[config.mk]
export PLATFORM = sky130hd
export DESIGN_NAME = quicksort_engine_core
export DESIGN_NICKNAME = d
export VERILOG_FILES = /design/src/qse_pkg.sv /design/src/qse_ram.sv /design/src/qse_datapath.sv /design/src/qse_ctrl.sv /design/src/quicksort_engine_core.sv
export SDC_FILE = /design/constraint.sdc
export NUM_CORES = 2
export LEC_CHECK = 0
export ABC_AREA = 1
export BUFFER_PORTS_ARGS = -buffer_cell sky130_fd_sc_hd__buf_2
export CORE_MARGIN = 2
export CORE_UTILIZATION = 45
export DETAILED_ROUTE_END_ITERATION = 6
export GPL_ROUTABILITY_DRIVEN = 0
export PLACE_DENSITY = 0.58
export SYNTH_ARGS = -nofsm -noshare
export SYNTH_HDL_FRONTEND = slang
export SYNTH_HIERARCHICAL = 1
export SYNTH_SLANG_ARGS = --single-unit
[constraint.sdc]
create_clock -name clk_i -period 6.6 [get_ports clk_i]
set_input_delay 0.33 -clock clk_i [delete_from_list [all_inputs] [get_ports clk_i]]
set_output_delay 0.33 -clock clk_i [all_outputs]
set_load 0.005 [all_outputs]
[src/qse_pkg.sv]
package qse_pkg;

  localparam int DATA_WIDTH   = 32;
  localparam int MAX_ELEMENTS = 64;
  localparam int IDX_W        = $clog2(MAX_ELEMENTS);
  localparam int CNT_W        = $clog2(MAX_ELEMENTS + 1);
  localparam int STK_W        = 2 * IDX_W;

  typedef enum logic [2:0] {
    WR_NONE,
    WR_LOAD,
    WR_UP_DVAL,
    WR_DOWN_UVAL,
    WR_LO_DVAL,
    WR_DOWN_PIV
  } wr_sel_e;

  typedef enum logic [2:0] {
    RD_NONE,
    RD_LO,
    RD_UP,
    RD_DOWN,
    RD_K
  } rd_sel_e;

  typedef struct packed {
    wr_sel_e wr_sel;
    rd_sel_e rd_sel;
    logic    init_push;
    logic    pop;
    logic    latch_range;
    logic    latch_piv;
    logic    up_inc;
    logic    latch_uval;
    logic    down_dec;
    logic    latch_dval;
    logic    push_left;
    logic    push_right;
    logic    emit_load;
    logic    clear;
  } dp_cmd_t;

  typedef struct packed {
    logic sp_zero;
    logic range_bad;
    logic up_gt_hi;
    logic rd_le_piv;
    logic up_lt_down;
    logic k_done;
    logic out_busy;
  } dp_status_t;

endpackage

[src/qse_ram.sv]
module qse_ram #(
  parameter int WIDTH = 32,
  parameter int DEPTH = 64
) (
  input  logic                     clk_i,
  input  logic                     we_i,
  input  logic [$clog2(DEPTH)-1:0] waddr_i,
  input  logic [WIDTH-1:0]         wdata_i,
  input  logic                     re_i,
  input  logic [$clog2(DEPTH)-1:0] raddr_i,
  output logic [WIDTH-1:0]         rdata_o
);

  logic [WIDTH-1:0] mem_q [DEPTH];
  logic [WIDTH-1:0] rdata_q;

  always_ff @(posedge clk_i) begin
    if (we_i) begin
      mem_q[waddr_i] <= wdata_i;
    end
    if (re_i) begin
      rdata_q <= mem_q[raddr_i];
    end
  end

  assign rdata_o = rdata_q;

endmodule

[src/qse_datapath.sv]
module qse_datapath
  import qse_pkg::*;
(
  input  logic                  clk_i,
  input  logic                  rst_ni,
  input  dp_cmd_t               cmd_i,
  output dp_status_t            status_o,
  input  logic [DATA_WIDTH-1:0] in_value_i,
  output logic                  out_valid_o,
  input  logic                  out_ready_i,
  output logic [DATA_WIDTH-1:0] out_value_o,
  output logic                  out_last_o,
  output logic                  out_ovf_o
);

  logic [CNT_W-1:0] count_q, count_d;
  logic [CNT_W-1:0] sp_q, sp_d;
  logic [CNT_W-1:0] k_q, k_d;
  logic             ovf_q, ovf_d;
  logic             out_valid_q, out_valid_d;
  logic [IDX_W-1:0] lo_q, hi_q, down_q;
  logic [CNT_W-1:0] up_q;
  logic [DATA_WIDTH-1:0] piv_q, uval_q, dval_q;
  logic [DATA_WIDTH-1:0] out_value_q;
  logic             out_last_q, out_ovf_q;

  logic                  st_we, st_re;
  logic [IDX_W-1:0]      st_waddr, st_raddr;
  logic [DATA_WIDTH-1:0] st_wdata, st_rdata;
  logic                  sk_we;
  logic [IDX_W-1:0]      sk_waddr;
  logic [STK_W-1:0]      sk_wdata, sk_rdata;
  logic [CNT_W-1:0]      sp_m1;
  logic                  not_full, sk_room, left_ok, right_ok;

  assign sp_m1    = sp_q - 1'b1;
  assign not_full = count_q < CNT_W'(MAX_ELEMENTS);
  assign sk_room  = sp_q < CNT_W'(MAX_ELEMENTS);
  assign left_ok  = {1'b0, down_q} > ({1'b0, lo_q} + 1'b1);
  assign right_ok = ({1'b0, down_q} + 1'b1) < {1'b0, hi_q};

  qse_ram #(.WIDTH(DATA_WIDTH), .DEPTH(MAX_ELEMENTS)) u_store (
    .clk_i  (clk_i),
    .we_i   (st_we),
    .waddr_i(st_waddr),
    .wdata_i(st_wdata),
    .re_i   (st_re),
    .raddr_i(st_raddr),
    .rdata_o(st_rdata)
  );

  qse_ram #(.WIDTH(STK_W), .DEPTH(MAX_ELEMENTS)) u_stack (
    .clk_i  (clk_i),
    .we_i   (sk_we),
    .waddr_i(sk_waddr),
    .wdata_i(sk_wdata),
    .re_i   (cmd_i.pop),
    .raddr_i(sp_m1[IDX_W-1:0]),
    .rdata_o(sk_rdata)
  );

  always_comb begin
    st_we    = 1'b0;
    st_waddr = count_q[IDX_W-1:0];
    st_wdata = in_value_i;
    case (cmd_i.wr_sel)
      WR_LOAD: begin
        st_we = not_full;
      end
      WR_UP_DVAL: begin
        st_we    = 1'b1;
        st_waddr = up_q[IDX_W-1:0];
        st_wdata = dval_q;
      end
      WR_DOWN_UVAL: begin
        st_we    = 1'b1;
        st_waddr = down_q;
        st_wdata = uval_q;
      end
      WR_LO_DVAL: begin
        st_we    = 1'b1;
        st_waddr = lo_q;
        st_wdata = dval_q;
      end
      WR_DOWN_PIV: begin
        st_we    = 1'b1;
        st_waddr = down_q;
        st_wdata = piv_q;
      end
      default: ;
    endcase
  end

  always_comb begin
    st_re    = 1'b1;
    st_raddr = lo_q;
    case (cmd_i.rd_sel)
      RD_LO:   st_raddr = lo_q;
      RD_UP:   st_raddr = up_q[IDX_W-1:0];
      RD_DOWN: st_raddr = down_q;
      RD_K:    st_raddr = k_q[IDX_W-1:0];
      default: st_re = 1'b0;
    endcase
  end

  always_comb begin
    sk_we    = 1'b0;
    sk_waddr = sp_q[IDX_W-1:0];
    sk_wdata = {lo_q, down_q - 1'b1};
    sp_d     = sp_q;
    if (cmd_i.init_push) begin
      sk_waddr = '0;
      sk_wdata = {{IDX_W{1'b0}}, sp_m1[IDX_W-1:0]};
      if (count_q >= CNT_W'(2)) begin
        sk_we    = 1'b1;
        sk_wdata = {{IDX_W{1'b0}}, IDX_W'(count_q - 1'b1)};
        sp_d     = CNT_W'(1);
      end
    end else if (cmd_i.pop) begin
      sp_d = sp_m1;
    end else if (cmd_i.push_left) begin
      if (left_ok && sk_room) begin
        sk_we = 1'b1;
        sp_d  = sp_q + 1'b1;
      end
    end else if (cmd_i.push_right) begin
      sk_wdata = {down_q + 1'b1, hi_q};
      if (right_ok && sk_room) begin
        sk_we = 1'b1;
        sp_d  = sp_q + 1'b1;
      end
    end
    if (cmd_i.clear) begin
      sp_d = '0;
    end
  end

  always_comb begin
    count_d     = count_q;
    ovf_d       = ovf_q;
    k_d         = k_q;
    out_valid_d = out_valid_q;
    if (out_valid_q && out_ready_i) begin
      out_valid_d = 1'b0;
    end
    if (cmd_i.wr_sel == WR_LOAD) begin
      if (not_full) begin
        count_d = count_q + 1'b1;
      end else begin
        ovf_d = 1'b1;
      end
    end
    if (cmd_i.emit_load) begin
      out_valid_d = 1'b1;
      k_d         = k_q + 1'b1;
    end
    if (cmd_i.clear) begin
      count_d = '0;
      ovf_d   = 1'b0;
      k_d     = '0;
    end
  end

  always_ff @(posedge clk_i or negedge rst_ni) begin
    if (!rst_ni) begin
      count_q     <= '0;
      sp_q        <= '0;
      k_q         <= '0;
      ovf_q       <= 1'b0;
      out_valid_q <= 1'b0;
    end else begin
      count_q     <= count_d;
      sp_q        <= sp_d;
      k_q         <= k_d;
      ovf_q       <= ovf_d;
      out_valid_q <= out_valid_d;
    end
  end

  always_ff @(posedge clk_i) begin
    if (cmd_i.latch_range) begin
      lo_q <= sk_rdata[STK_W-1:IDX_W];
      hi_q <= sk_rdata[IDX_W-1:0];
    end
    if (cmd_i.latch_piv) begin
      piv_q  <= st_rdata;
      up_q   <= {1'b0, lo_q} + 1'b1;
      down_q <= hi_q;
    end
    if (cmd_i.up_inc) begin
      up_q <= up_q + 1'b1;
    end
    if (cmd_i.latch_uval) begin
      uval_q <= st_rdata;
    end
    if (cmd_i.down_dec) begin
      down_q <= down_q - 1'b1;
    end
    if (cmd_i.latch_dval) begin
      dval_q <= st_rdata;
    end
    if (cmd_i.emit_load) begin
      out_value_q <= st_rdata;
      out_last_q  <= (k_q + 1'b1) == count_q;
      out_ovf_q   <= ovf_q;
    end
  end

  assign status_o.sp_zero    = sp_q == '0;
  assign status_o.range_bad  = (lo_q >= hi_q) || ({1'b0, hi_q} >= count_q);
  assign status_o.up_gt_hi   = up_q > {1'b0, hi_q};
  assign status_o.rd_le_piv  = $signed(st_rdata) <= $signed(piv_q);
  assign status_o.up_lt_down = up_q < {1'b0, down_q};
  assign status_o.k_done     = k_q == count_q;
  assign status_o.out_busy   = out_valid_q;

  assign out_valid_o = out_valid_q;
  assign out_value_o = out_value_q;
  assign out_last_o  = out_last_q;
  assign out_ovf_o   = out_ovf_q;

  a_sp_bound: assert property (@(posedge clk_i) disable iff (!rst_ni)
    sp_q <= CNT_W'(MAX_ELEMENTS))
    else $error("range stack pointer beyond depth");

  a_count_bound: assert property (@(posedge clk_i) disable iff (!rst_ni)
    count_q <= CNT_W'(MAX_ELEMENTS))
    else $error("element count beyond capacity");

  a_down_sentinel: assert property (@(posedge clk_i) disable iff (!rst_ni)
    cmd_i.down_dec |-> down_q > lo_q)
    else $error("down scan passed the pivot");

  a_emit_free: assert property (@(posedge clk_i) disable iff (!rst_ni)
    cmd_i.emit_load |-> !out_valid_q)
    else $error("output register overwritten");

  a_emit_count: assert property (@(posedge clk_i) disable iff (!rst_ni)
    cmd_i.emit_load |-> k_q < count_q)
    else $error("emit beyond element count");

endmodule

[src/qse_ctrl.sv]
module qse_ctrl
  import qse_pkg::*;
(
  input  logic       clk_i,
  input  logic       rst_ni,
  input  logic       in_valid_i,
  input  logic       in_last_i,
  output logic       in_ready_o,
  input  dp_status_t status_i,
  output dp_cmd_t    cmd_o
);

  localparam logic [4:0] S_LOAD   = 5'd0;
  localparam logic [4:0] S_INIT   = 5'd1;
  localparam logic [4:0] S_POP    = 5'd2;
  localparam logic [4:0] S_POPW   = 5'd3;
  localparam logic [4:0] S_RANGE  = 5'd4;
  localparam logic [4:0] S_PIVW   = 5'd5;
  localparam logic [4:0] S_SCANU  = 5'd6;
  localparam logic [4:0] S_SCANUW = 5'd7;
  localparam logic [4:0] S_SCAND  = 5'd8;
  localparam logic [4:0] S_SCANDW = 5'd9;
  localparam logic [4:0] S_SWAP1  = 5'd10;
  localparam logic [4:0] S_SWAP2  = 5'd11;
  localparam logic [4:0] S_FIN1   = 5'd12;
  localparam logic [4:0] S_FIN2   = 5'd13;
  localparam logic [4:0] S_PUSHL  = 5'd14;
  localparam logic [4:0] S_PUSHR  = 5'd15;
  localparam logic [4:0] S_EMRD   = 5'd16;
  localparam logic [4:0] S_EMWT   = 5'd17;

  logic [4:0] state_q, state_d;

  assign in_ready_o = state_q == S_LOAD;

  always_comb begin
    state_d = state_q;
    cmd_o   = '0;
    cmd_o.wr_sel = WR_NONE;
    cmd_o.rd_sel = RD_NONE;
    case (state_q)
      S_LOAD: begin
        if (in_valid_i) begin
          cmd_o.wr_sel = WR_LOAD;
          if (in_last_i) begin
            state_d = S_INIT;
          end
        end
      end
      S_INIT: begin
        cmd_o.init_push = 1'b1;
        state_d = S_POP;
      end
      S_POP: begin
        if (status_i.sp_zero) begin
          state_d = S_EMRD;
        end else begin
          cmd_o.pop = 1'b1;
          state_d = S_POPW;
        end
      end
      S_POPW: begin
        cmd_o.latch_range = 1'b1;
        state_d = S_RANGE;
      end
      S_RANGE: begin
        if (status_i.range_bad) begin
          state_d = S_POP;
        end else begin
          cmd_o.rd_sel = RD_LO;
          state_d = S_PIVW;
        end
      end
      S_PIVW: begin
        cmd_o.latch_piv = 1'b1;
        state_d = S_SCANU;
      end
      S_SCANU: begin
        if (status_i.up_gt_hi) begin
          state_d = S_SCAND;
        end else begin
          cmd_o.rd_sel = RD_UP;
          state_d = S_SCANUW;
        end
      end
      S_SCANUW: begin
        if (status_i.rd_le_piv) begin
          cmd_o.up_inc = 1'b1;
          state_d = S_SCANU;
        end else begin
          cmd_o.latch_uval = 1'b1;
          state_d = S_SCAND;
        end
      end
      S_SCAND: begin
        cmd_o.rd_sel = RD_DOWN;
        state_d = S_SCANDW;
      end
      S_SCANDW: begin
        if (!status_i.rd_le_piv) begin
          cmd_o.down_dec = 1'b1;
          state_d = S_SCAND;
        end else begin
          cmd_o.latch_dval = 1'b1;
          state_d = status_i.up_lt_down ? S_SWAP1 : S_FIN1;
        end
      end
      S_SWAP1: begin
        cmd_o.wr_sel = WR_UP_DVAL;
        state_d = S_SWAP2;
      end
      S_SWAP2: begin
        cmd_o.wr_sel = WR_DOWN_UVAL;
        state_d = S_SCANU;
      end
      S_FIN1: begin
        cmd_o.wr_sel = WR_LO_DVAL;
        state_d = S_FIN2;
      end
      S_FIN2: begin
        cmd_o.wr_sel = WR_DOWN_PIV;
        state_d = S_PUSHL;
      end
      S_PUSHL: begin
        cmd_o.push_left = 1'b1;
        state_d = S_PUSHR;
      end
      S_PUSHR: begin
        cmd_o.push_right = 1'b1;
        state_d = S_POP;
      end
      S_EMRD: begin
        if (status_i.k_done) begin
          cmd_o.clear = 1'b1;
          state_d = S_LOAD;
        end else if (!status_i.out_busy) begin
          cmd_o.rd_sel = RD_K;
          state_d = S_EMWT;
        end
      end
      S_EMWT: begin
        cmd_o.emit_load = 1'b1;
        state_d = S_EMRD;
      end
      default: begin
        state_d = S_LOAD;
      end
    endcase
  end

  always_ff @(posedge clk_i or negedge rst_ni) begin
    if (!rst_ni) begin
      state_q <= S_LOAD;
    end else begin
      state_q <= state_d;
    end
  end

  a_load_only_idle: assert property (@(posedge clk_i) disable iff (!rst_ni)
    (cmd_o.wr_sel == WR_LOAD) |-> state_q == S_LOAD)
    else $error("element stored outside loading");

  a_emit_after_read: assert property (@(posedge clk_i) disable iff (!rst_ni)
    cmd_o.emit_load |-> $past(cmd_o.rd_sel) == RD_K)
    else $error("emit without a store read");

  a_swap_pair: assert property (@(posedge clk_i) disable iff (!rst_ni)
    (cmd_o.wr_sel == WR_UP_DVAL) |=> (cmd_o.wr_sel == WR_DOWN_UVAL))
    else $error("swap left half done");

endmodule

[src/quicksort_engine_core.sv]
// Sorting engine for sets of up to 64 signed 32-bit values. Values arrive one
// transfer per cycle on the slave stream while the engine is loading; the
// transfer with tlast closes the set. Values past capacity are dropped and
// every result of that set carries the overflow flag in tuser. The set is then
// sorted in place by quicksort (first element of each range as pivot, pending
// ranges kept on a stack in RAM) and played out smallest first on the master
// stream, tlast on the largest. The sort time depends on the data: each scan
// step reads one element from the element RAM and compares it with the pivot.
// Results are then played out one at a time; the next is read from the store
// only once the sink has taken the previous one from the output register.
// No input is taken from the closing transfer until the last result has been
// loaded into the output register. No clearing pass follows reset.
module quicksort_engine_core
  import qse_pkg::*;
(
  input  logic                  clk_i,
  input  logic                  rst_ni,
  input  logic                  s_axis_tvalid_i,
  output logic                  s_axis_tready_o,
  input  logic [DATA_WIDTH-1:0] s_axis_tdata_i,   // value
  input  logic                  s_axis_tlast_i,
  output logic                  m_axis_tvalid_o,
  input  logic                  m_axis_tready_i,
  output logic [DATA_WIDTH-1:0] m_axis_tdata_o,   // sorted_value
  output logic                  m_axis_tlast_o,
  output logic                  m_axis_tuser_o    // overflowed
);

  dp_cmd_t    cmd;
  dp_status_t status;

  qse_ctrl u_ctrl (
    .clk_i     (clk_i),
    .rst_ni    (rst_ni),
    .in_valid_i(s_axis_tvalid_i),
    .in_last_i (s_axis_tlast_i),
    .in_ready_o(s_axis_tready_o),
    .status_i  (status),
    .cmd_o     (cmd)
  );

  qse_datapath u_datapath (
    .clk_i      (clk_i),
    .rst_ni     (rst_ni),
    .cmd_i      (cmd),
    .status_o   (status),
    .in_value_i (s_axis_tdata_i),
    .out_valid_o(m_axis_tvalid_o),
    .out_ready_i(m_axis_tready_i),
    .out_value_o(m_axis_tdata_o),
    .out_last_o (m_axis_tlast_o),
    .out_ovf_o  (m_axis_tuser_o)
  );

endmodule
== Yosys cells after proc, flatten, opt, wreduce, memory -nomap -nowiden ==
Memory sizes are Yosys's and may differ from the RTL's. A register that Yosys moved wholly into a read port is not among the register bits.
Cells that the tools add are included.

* Memories: 2
* Logic and storage cells: 172
* Output and inout port bits: 36
* Bits in writable memories: 2816
* Bits in registers: 183
* Input port bits: 37

* Equality and inequality tests: 34
* Order comparisons: 10
* Multiplexer cells: 76
* Add/sub/neg operators: 10
* Reductions and logical operators: 24

{| class="wikitable"
|+ Memory list
! memory !! depth !! width !! read ports !! clocked after memory_dff !! wr ports !! line !! source
|-
| u_datapath.u_store.mem_q || 64 || 32 || 1 || 1 || 1 || qse_ram.sv:14 || <nowiki>logic [WIDTH-1:0] mem_q [DEPTH];</nowiki>
|-
| u_datapath.u_stack.mem_q || 64 || 12 || 1 || 1 || 1 || qse_ram.sv:14 ||
|}

{| class="wikitable"
|+ Operators with widths
! operator !! number
|-
| $mux W7 || 15
|-
| $pmux W32 S3 || 1
|-
| $pmux W5 S16 || 1
|-
| $mux W12 || 4
|-
| $eq A5 B4 Y1 const B || 8
|-
| $pmux W6 S3 || 2
|-
| $le A32 B32 Y1 || 1
|-
| $mux W1 || 31
|-
| $mux W5 || 6
|-
| $add A7 B1 Y7 const B || 4
|-
| $mux W6 || 4
|-
| $eq A5 B3 Y1 const B || 4
|-
| $pmux W3 S5 || 1
|-
| $add A6 B1 Y7 const B || 2
|-
| $eq A7 B7 Y1 || 2
|-
| $lt A7 B6 Y1 || 2
|-
| $lt A7 B7 Y1 const B || 2
|-
| $eq A3 B2 Y1 const B || 4
|-
| $mux W3 || 4
|-
| $pmux W3 S4 || 1
|-
| $reduce_bool A2 Y1 || 6
|-
| $sub A6 B1 Y6 const B || 2
|-
| $eq A5 B2 Y1 const B || 2
|-
| $eq A5 B5 Y1 const B || 2
|-
| 28 further kinds || 43
|}

== Depth between registers and ports, before layout ==
* Depth in word-level cells: 10
* Gate-level depth with buffers: 29
* Depth with buffers taken out: 25

== Cells and area by module ==
Netlist, hierarchy kept.

{| class="wikitable"
|+ By module, submodules not included
! module !! seq. area each (sq um) !! cells each !! instances !! area each (sq um)
|-
| qse_ram (u_datapath.u_store) || 62459.9 || 6769 || 1 || 83058.4
|-
| qse_ram (u_datapath.u_stack) || 23422.5 || 2661 || 1 || 31795.5
|-
| qse_datapath || 5230.0 || 998 || 1 || 9895.7
|-
| qse_ctrl || 125.1 || 105 || 1 || 611.8
|}

== Least setup slack after synthesis ==
OpenSTA, ideal clock, no wires.

* Path type: reg-to-reg
* Start point: register u_ctrl.state_q[3]
* End point: memory u_datapath.u_store.mem_q[48][0] (enable)
* Setup slack: 823 ps
* Clock period less this slack: 5777 ps
* Arrival: 5274 ps
* Library setup time: 503 ps
* Data required time: 6097 ps
* Stages on the path, launching flop included: 16
* Path buffers: 2
* Cells stage by stage: dfrtp_1 buf_2 nor2_2 inv_2 nor2_2 nand2_1 nand3_1 buf_4 inv_2 nand3_1 o22ai_1 a31oi_1 o21ai_0 inv_1 nand4_1 nor4_1

{| class="wikitable"
|+ RTL lines
! item !! line !! source
|-
| from (decl) || qse_ctrl.sv:32 || <nowiki>logic [4:0] state_q, state_d;</nowiki>
|-
| from (signal assigned) || qse_ctrl.sv:155 || <nowiki>state_q <= state_d;</nowiki>
|-
| to (decl) || qse_ram.sv:14 ||
|}

==> run metrics <==
H-Tree Depth 5; R2R setup slack about 0.39 ns; final worst-path cycle share 94.2%; most frequent cells in the layout nand2_1, edfxtp_1, nand3_1; Global Route met1 Usage 35.3%; TritonRoute pass-1 iters 7; DRC Markers 1; Die X 532 microns; Slew headroom about 9%; critical path type flip-flop to flip-flop; MaxCap Viol Count 0; largest net degree at the start of global routing 171; final hold vios 0; Final ANT Viol Nets 0; FFs w/ async S/R, synth less than 1%; syn nets 10600; Ys Warns 6; Worst Skew a little over 0.08 ns; failing checks design-rule violations; CP startpoint u_datapath/hi_q[3]; synthesized flop and latch total slightly above 3000; layout cells sized above 1 a little under a tenth; Syn-to-layout area delta 12.6%; RSZ-0062 raised after global routing false; most common cell after layout, fill and taps aside nand2_1; initial antenna violation count 12; Clock Tree Root clkbuf_16; Clock Path Buffers 4; final setup vio count 0; synth unique cells 55; leak pwr between 50 and 60 nW; vias in the first global route ~78000; met3 usage between 3 and 4%; GR Layer Usage met2 between 40% and 50%; total CTS buffers 323; clock transition at the registers of the reported paths 0.06 ns; Post-Syn Area 125000 sq um; Post-CTS Setup Bufs 0; Post-synth top flop edfxtp_1; Vias/cell 5.72; Reg-to-Reg Start u_datapath/hi_q[3]; Die H roughly 530 microns; core area approximately 280000 sq um; Clock Latency Late Sink 0.93 ns; Required @ worst endpoint between 7 and 8 ns; Placed Cells incl. Taps 14000; hold crit path type input pin to async pin; cell count after synthesis between 10000 and 15000; Post-synth EDFFs roughly 3000; clock sink count around 3000; count of pins over their slew limit 0; worst slew pin tran 1.37 ns; Net count, final between 10000 and 15000; Starting Density 45.3%; minimum clock period about 6.2 ns; first-pass GRT wire length 531000 microns; Pwr Total roughly 66 mW; crit path launch type flip-flop; CP Max Fanout 170; status complete, but fails checks; register area share after synthesis between 70 and 80%; Crit path arrival time between 6 and 7 ns; gr usage total between 20% and 30%; DPL Wire Length 195000 microns; Power Dens Cells ~460 nW/um^2; CP Capture Type flip-flop; Mapped Avg Cell Area 11.9 sq um; IO buf count a little over 70; fin cells ~15000; Post-Route WL approximately 360000 microns; Top Usage Layer GRT met2; maximum clock frequency ~160 MHz; Setup TNS Final 0 ns; # IOs 73; worst vdd ir between 0.6 and 0.7 mV; post-CTS resize count 0; Initial DRC Count 9613; gr ovfl total 0; FP Rows 193; die area 283000 sq um; WL/cell around 25 microns; CTS tree built; vias 83200
-- cells in the mapped netlist, types with 5 or more instances --
cell type / number / area share [%]
o22ai_1: 17 / 0.085
a211oi_1: 5 / 0.030
o2111ai_1: 33 / 0.23
nand2_1: 3467 / 10
nor4_1: 18 / 0.090
nor2_1: 183 / 0.55
nor2_2: 14 / 0.070
nor2_4: 5 / 0.045
a21oi_1: 55 / 0.22
buf_1: 49 / 0.15
buf_6: 43 / 0.39
buf_4: 63 / 0.38
edfxtp_1: 3015 / 72
nand4_1: 30 / 0.15
buf_2: 371 / 1.5
nor3_1: 17 / 0.068
o21ai_1: 9 / 0.036
inv_2: 23 / 0.069
inv_1: 147 / 0.44
xor2_1: 24 / 0.17
clkbuf_1: 115 / 0.34
nand3_1: 2616 / 10
o21ai_0: 37 / 0.15
nand2_2: 15 / 0.075
ha_1: 76 / 0.76
dfrtp_1: 28 / 0.56
xnor2_1: 7 / 0.049
-- worst max-delay path: stages (launching register included) --
cell and delay [ns]:
edfxtp_1 0.41, inv_1 0.27, ha_1 0.32, nand2_1 0.11
nor2_1 0.05, o21ai_0 0.07, o211ai_1 0.10, nor2_1 0.10
o2111ai_1 0.26, inv_1 0.13, nand3_1 0.13, nand2_1 0.14
nor3_1 0.08, inv_1 0.24, o22ai_1 0.12, a21oi_1 0.24
nand2_4 0.29, inv_16 0.59, buf_4 0.45, buf_4 0.41
nand2_1 0.09, nand3_1 0.08, nand3_1 0.09, nand3_1 0.13
nand3_1 0.24, nand2_1 0.22, nand2_1 0.27, nand2_1 0.17
-- cell families after synthesis --
family | synth area share, %
buf+inv | 3.30
compound gates | 0.911
xor+xnor | 0.230
fa+ha+maj | 0.759
mux | 0.00798
simple gates | 22.0
flops | 72.8
-- layout make-up --
class	count	area (sq um)
Fill cell	23800	136000
Sequential cell	3043	91200
Multi-Input combinational cell	6673	31300
Clock buffer	411	8490
Tap cell	3705	4640
Timing Repair Buffer	387	3210
Clock inverter	160	1590
Inverter	173	723
Antenna cell	7	17.5
-- per-layer routing --
layer	wire (microns)	part of all wire, %
met1	150000	41
met2	171000	47
met3	30500	8.4
met4	12400	3.4
met5	36	0.0099
-- sequential cells by signal (all words and copies together) (netlist names), 7 cells and up --
name,flops
u_datapath/count_q,7
u_datapath/u_store/rdata_o,32
u_datapath/out_value_o,32
u_datapath/uval_q,32
u_datapath/u_store/mem_q,2048
u_datapath/dval_q,32
u_datapath/u_stack/mem_q,768
u_datapath/u_stack/rdata_o,12
u_datapath/piv_q,32
u_datapath/up_q,7
u_datapath/sp_q,7
u_datapath/k_q,7
-- timing repair --
action	in CTS	in global routing
hold endpoints to repair	31	0
hold buffers	5	0
endpoints found under the setup margin	0	0
-- metrics by stage --
| stage | cell area, sq um | hold WS (ns) | util, % | worst slack, ns |
|---|---|---|---|---|
| 3_3_place_gp | 131000 | 0.422 | 47.4 | 0.583 |
| 3_5_place_dp | 131000 | 0.415 | 47.4 | 0.629 |
| 2_1_floorplan | 125000 | 0.0344 | - | 0.823 |
| 4_1_cts | 141000 | 0.0178 | 51.0 | 0.592 |
| 5_1_grt | 141000 | 0.0910 | 51.0 | 0.209 |
| 6_report | 141000 | 0.0383 | 51.0 | 0.386 |
-- final timing paths --
path                                                  end  depth (start not counted)
max in group asynchronous               u_ctrl/state_q[4]                          2
hold reg to reg                        u_datapath/hi_q[3]                          0
hold / removal                          u_ctrl/state_q[1]                          2
setup / recovery           u_datapath/u_store/rdata_o[15]                         27
setup reg to reg           u_datapath/u_store/rdata_o[15]                         27
min in group clk_i                 u_datapath/out_valid_o                          3
-- power breakdown --
part / switching (mW) / leakage (nW) / internal (mW) / total (mW)
clock: 7.52 / 4.91 / 9.97 / 17.5
sequential: 0.458 / 27.5 / 23.8 / 24.2
combinational: 18.2 / 17.7 / 5.74 / 23.9
Note: power is estimated with default switching activity, not from simulation.
